**src/rtl/sha512_pkg.sv**
```systemverilog
package sha512_pkg;

  typedef logic [63:0] word_t;

  typedef struct packed {
    word_t      data;
    logic [3:0] nbytes;
    logic       last;
  } beat_t;

  typedef enum logic [2:0] {
    ST_IDLE,
    ST_FILL,
    ST_ROUND,
    ST_UPDATE,
    ST_EMIT
  } core_state_t;

  localparam word_t INIT_H [8] = '{
    64'h6a09e667f3bcc908, 64'hbb67ae8584caa73b, 64'h3c6ef372fe94f82b,
    64'ha54ff53a5f1d36f1, 64'h510e527fade682d1, 64'h9b05688c2b3e6c1f,
    64'h1f83d9abfb41bd6b, 64'h5be0cd19137e2179
  };

  localparam word_t ROUND_K [80] = '{
    64'h428a2f98d728ae22, 64'h7137449123ef65cd, 64'hb5c0fbcfec4d3b2f, 64'he9b5dba58189dbbc,
    64'h3956c25bf348b538, 64'h59f111f1b605d019, 64'h923f82a4af194f9b, 64'hab1c5ed5da6d8118,
    64'hd807aa98a3030242, 64'h12835b0145706fbe, 64'h243185be4ee4b28c, 64'h550c7dc3d5ffb4e2,
    64'h72be5d74f27b896f, 64'h80deb1fe3b1696b1, 64'h9bdc06a725c71235, 64'hc19bf174cf692694,
    64'he49b69c19ef14ad2, 64'hefbe4786384f25e3, 64'h0fc19dc68b8cd5b5, 64'h240ca1cc77ac9c65,
    64'h2de92c6f592b0275, 64'h4a7484aa6ea6e483, 64'h5cb0a9dcbd41fbd4, 64'h76f988da831153b5,
    64'h983e5152ee66dfab, 64'ha831c66d2db43210, 64'hb00327c898fb213f, 64'hbf597fc7beef0ee4,
    64'hc6e00bf33da88fc2, 64'hd5a79147930aa725, 64'h06ca6351e003826f, 64'h142929670a0e6e70,
    64'h27b70a8546d22ffc, 64'h2e1b21385c26c926, 64'h4d2c6dfc5ac42aed, 64'h53380d139d95b3df,
    64'h650a73548baf63de, 64'h766a0abb3c77b2a8, 64'h81c2c92e47edaee6, 64'h92722c851482353b,
    64'ha2bfe8a14cf10364, 64'ha81a664bbc423001, 64'hc24b8b70d0f89791, 64'hc76c51a30654be30,
    64'hd192e819d6ef5218, 64'hd69906245565a910, 64'hf40e35855771202a, 64'h106aa07032bbd1b8,
    64'h19a4c116b8d2d0c8, 64'h1e376c085141ab53, 64'h2748774cdf8eeb99, 64'h34b0bcb5e19b48a8,
    64'h391c0cb3c5c95a63, 64'h4ed8aa4ae3418acb, 64'h5b9cca4f7763e373, 64'h682e6ff3d6b2b8a3,
    64'h748f82ee5defb2fc, 64'h78a5636f43172f60, 64'h84c87814a1f0ab72, 64'h8cc702081a6439ec,
    64'h90befffa23631e28, 64'ha4506cebde82bde9, 64'hbef9a3f7b2c67915, 64'hc67178f2e372532b,
    64'hca273eceea26619c, 64'hd186b8c721c0c207, 64'heada7dd6cde0eb1e, 64'hf57d4f7fee6ed178,
    64'h06f067aa72176fba, 64'h0a637dc5a2c898a6, 64'h113f9804bef90dae, 64'h1b710b35131c471b,
    64'h28db77f523047d84, 64'h32caab7b40c72493, 64'h3c9ebe0a15c9bebc, 64'h431d67c49c100d4c,
    64'h4cc5d4becb3e42b6, 64'h597f299cfc657e2a, 64'h5fcb6fab3ad6faec, 64'h6c44198c4a475817
  };

  function automatic word_t rotr(input word_t x, input int n);
    rotr = (x >> n) | (x << (64 - n));
  endfunction

endpackage

```
**src/rtl/sha512_queue.sv**
```systemverilog
module sha512_queue #(
  parameter int DEPTH = 2
) (
  input  logic                clk,
  input  logic                rst_n,
  input  logic                wr_valid,
  output logic                wr_ready,
  input  sha512_pkg::beat_t   wr_beat,
  output logic                rd_valid,
  input  logic                rd_ready,
  output sha512_pkg::beat_t   rd_beat
);
  import sha512_pkg::*;

  localparam int AW = (DEPTH > 1) ? $clog2(DEPTH) : 1;

  beat_t          slot_r [DEPTH];
  logic [AW-1:0]  wp_r, rp_r;
  logic [AW:0]    cnt_r;
  logic           push, pop;

  assign wr_ready = (cnt_r != (AW+1)'(DEPTH));
  assign rd_valid = (cnt_r != '0);
  assign rd_beat  = slot_r[rp_r];
  assign push     = wr_valid && wr_ready;
  assign pop      = rd_valid && rd_ready;

  always_ff @(posedge clk) begin
    if (push) slot_r[wp_r] <= wr_beat;
    if (!rst_n) begin
      wp_r  <= '0;
      rp_r  <= '0;
      cnt_r <= '0;
    end else begin
      if (push) wp_r <= (wp_r == AW'(DEPTH-1)) ? '0 : wp_r + 1'b1;
      if (pop)  rp_r <= (rp_r == AW'(DEPTH-1)) ? '0 : rp_r + 1'b1;
      cnt_r <= cnt_r + (AW+1)'(push) - (AW+1)'(pop);
    end
  end
endmodule

```
**config.mk**
```make
export PLATFORM = sky130hd
export DESIGN_NAME = sha512_queue
export DESIGN_NICKNAME = d
export VERILOG_FILES = /design/src/rtl/sha512_pkg.sv /design/src/rtl/sha512_queue.sv
export SDC_FILE = /design/constraint.sdc
export NUM_CORES = 1
export LEC_CHECK = 0
export ABC_AREA = 1
export BUFFER_PORTS_ARGS = -buffer_cell sky130_fd_sc_hd__buf_2
export CAP_MARGIN = 40
export CORE_MARGIN = 8
export CORE_UTILIZATION = 39
export CTS_CLUSTER_DIAMETER = 50
export DETAILED_ROUTE_END_ITERATION = 8
export SLEW_MARGIN = 10
export SYNTH_ARGS = -nofsm -noshare
export SYNTH_HDL_FRONTEND = slang
export SYNTH_SLANG_ARGS = --single-unit
```
**constraint.sdc**
```tcl
create_clock -name clk -period 4.8 [get_ports clk]
set_input_delay 0.24 -clock clk [delete_from_list [all_inputs] [get_ports clk]]
set_output_delay 0.24 -clock clk [all_outputs]
set_load 0.005 [all_outputs]
```
==> results.sh <==
export IMPL_status="finished, final reports clean"
export IMPL_antenna_found_initial=1
export IMPL_slew_headroom_pct=51.65
export IMPL_grt_ovfl_total=0
export IMPL_grt_start_max_net_pins=48
export IMPL_ir_worst_vdd_v=0.0002629
export IMPL_drt_iter0_drc=200
export IMPL_rrSetupSlack_ns=2.41
export IMPL_setup_tns_ns=0
export IMPL_ys_types=14
export IMPL_cap_violations=0
export IMPL_timing_rr_end="slot_r[1][37]"
export IMPL_power_leakage_nw=2.601
export IMPL_first_pass_iters=4
export IMPL_grt_pass1_vias=3013
export IMPL_ctsHoldBuffers=4
export IMPL_synthesis_nets=325
export IMPL_crit_path_max_fanout=47
export IMPL_hold_viol_final=0
export IMPL_pre_cts_slack_ns=2.378
export IMPL_gp_congestion=0.6699
export IMPL_worst_pin_slew_ns=0.7235
export IMPL_reg2regPathDepth=5
export IMPL_synthSimpleGateAreaFrac_pct=1.524
export IMPL_drc=0
export IMPL_antenna_left=0
export IMPL_synthAdderAreaFrac_pct=0.2382
export IMPL_dp_cells=567
export IMPL_nNetsFinal=488
export IMPL_via_count=2728
export IMPL_ys_seq_elements=143
export IMPL_instances_no_fill=602
export IMPL_cts_resized=0
export IMPL_avgRoutedWirePerCell_um=16.82
export IMPL_worstSetupEndpoint="slot_r[1][37]"
export IMPL_yosys_warnings=0
export IMPL_initial_core_util_pct=39.83
export IMPL_grt_first_pass_wirelength_mm=16.08
export IMPL_cts_root_buffer="clkbuf_16"
export IMPL_crit_path_end_kind="flip-flop"
export IMPL_areaGrowthSynthToFinish_pct=29.91
export IMPL_layout_min_cycle_time_ns=2.391
export IMPL_worstHoldPathCells=1
export IMPL_drive_above_1_share_pct=57.28
export IMPL_cts_max_level=4
export IMPL_io_buffers=143
export IMPL_clk_latency_ns=0.41
export IMPL_cts_tree="done"
export IMPL_synth_top_family_by_area="multiplexers"
export IMPL_syn_inst=251
export IMPL_syn_area_um2=5254
export IMPL_grtUsageTotal_pct=11.98
export IMPL_p_per_area_nw_per_um2=535.9
export IMPL_die_w_um=132.1
export IMPL_finClkSkew_ns=0.006977
export IMPL_synth_xor_area_share_pct=0.1667
export IMPL_crit_required_ns=4.84
export IMPL_hold_path_class="in2reg"
export IMPL_synthMuxAreaShare_pct=15.50
export IMPL_worstReg2RegStart="cnt_r[0]"
export IMPL_clock_sinks=143
export IMPL_hpwl_mm=6.897
export IMPL_drt_wl_total_mm=10.12
export IMPL_cts_max_path_buffers=2
export IMPL_ys_seq_area_share_pct=80.78
export IMPL_drv_slew=0
export IMPL_critical_path_startpoint="cnt_r[0]"
export IMPL_syn_avg_cell_area_um2=20.93
export IMPL_fmax_mhz=418.2
export IMPL_cp_start_kind="flip-flop"
export IMPL_coreArea_um2=13190
export IMPL_die_h_um=132.1
export IMPL_diodes=0
export IMPL_rsz0062_at_grt="no"
export IMPL_cts_inserted_buffers=17
export IMPL_cts_setup_buffers=0
export IMPL_rows=42
export IMPL_setup_slack_ns=2.409
export IMPL_arrival_ns=2.43
export IMPL_cts_clk_slew_worst_paths_ns=0.06
export IMPL_io_pins=144
export IMPL_period_share_pct=49.82
export IMPL_setup_viol=0
export IMPL_routed_via_density=4.532
export IMPL_synth_compound_area_share_pct=0.09526
export IMPL_dieArea_um2=17440
export IMPL_path_class="reg2reg"
-- power breakdown --
group	total [W]	leakage [nW]	internal, W	switching (W)
clock	0.00126	0.277	0.000806	0.000450
combinational	0.000746	0.993	0.000390	0.000356
sequential	0.00166	1.33	0.00159	0.0000698
-- placed cells by master, fill, tap and decap left out, types with 2 or more instances in the layout --
master         instances
clkinv_2               4
clkinv_1               2
buf_2                143
mux2_4                10
mux2_2                59
clkbuf_1               5
nor2_1                 7
bufinv_16              3
buf_4                  3
dlygate4sd3_1          4
clkbuf_16             17
nand2_1               11
inv_1                  7
buf_16                 2
nor2_4                 2
edfxtp_1             138
dfxtp_1                4
-- area by class of cell --
class	count	area (µm²)
sequential	143	4248
timing repair buffer	152	833.3
inverter	7	26.28
fill	1111	6365
tap	176	220.2
clock buffer	22	444.2
multi-input combinational	93	935.9
clock inverter	9	117.6
-- worst min path at each step --
stage / from / end
6_report: wr_beat[19] / slot_r[0][19]
5_1_grt: wr_beat[18] / slot_r[0][18]
4_1_cts: wr_beat[60] / slot_r[0][60]
3_5_place_dp: wr_beat[26] / slot_r[1][26]
3_3_place_gp: wr_beat[35] / slot_r[1][35]
2_1_floorplan: rst_n / cnt_r[0]
-- synthesized netlist by cell type --
library cell / instances / area, µm²
a21oi_1: 1 / 5.000
buf_2: 5 / 25.02
buf_6: 2 / 22.52
buf_8: 1 / 15.01
dfxtp_1: 5 / 100.1
edfxtp_1: 138 / 4144
ha_1: 1 / 12.51
inv_1: 7 / 26.28
mux2_2: 59 / 664.4
mux2_4: 10 / 150.1
nand2_1: 11 / 41.29
nand3_1: 1 / 5.000
nor2_1: 9 / 33.78
xnor2_1: 1 / 8.760
-- critical path: stages (launching register included) --
cell,delay (ns)
dfxtp_1,0.36
inv_1,0.05
nand2_1,0.08
nand2_1,0.22
nor2_4,0.64
buf_4,0.64
-- sequential cells by signal (all words and copies together), names as in the netlist, named ones only --
signal and cells:
slot_r 138, rp_r 1, cnt_r 2, wp_r 1
-- layer usage --
layer | vias up | global-route usage, % | part of all wire, %
met5 | - | 0 | 0.11
met4 | 2 | 5.552 | 1.7
met3 | 18 | 5.831 | 9.3
met2 | 107 | 18.49 | 47
met1 | 1303 | 13.77 | 42
li1 | 1298 | - | -
-- stage by stage --
step	total power, W	utilization [%]	hold WS (ns)	cell area, µm²
final	0.003658	51.75	0.02031	6825
after detailed placement	0.002450	47.18	0.4315	6223
after floorplan	0.002119	-	0.3335	5254
after global placement	0.002413	46.77	0.4276	6168
after CTS	0.003717	51.75	0.00001710	6825
after global routing	0.003835	51.75	0.004764	6825
-- logic make-up (layout without fill, tap and decap cells) --
group	count (synthesis)	after routing
buf+inv	15	190
xor+xnor	1	1
compound gates	1	1
mux	69	69
flops	143	143
fa+ha+maj	1	1
simple gates	21	21
(Power assumes the default switching activity.)
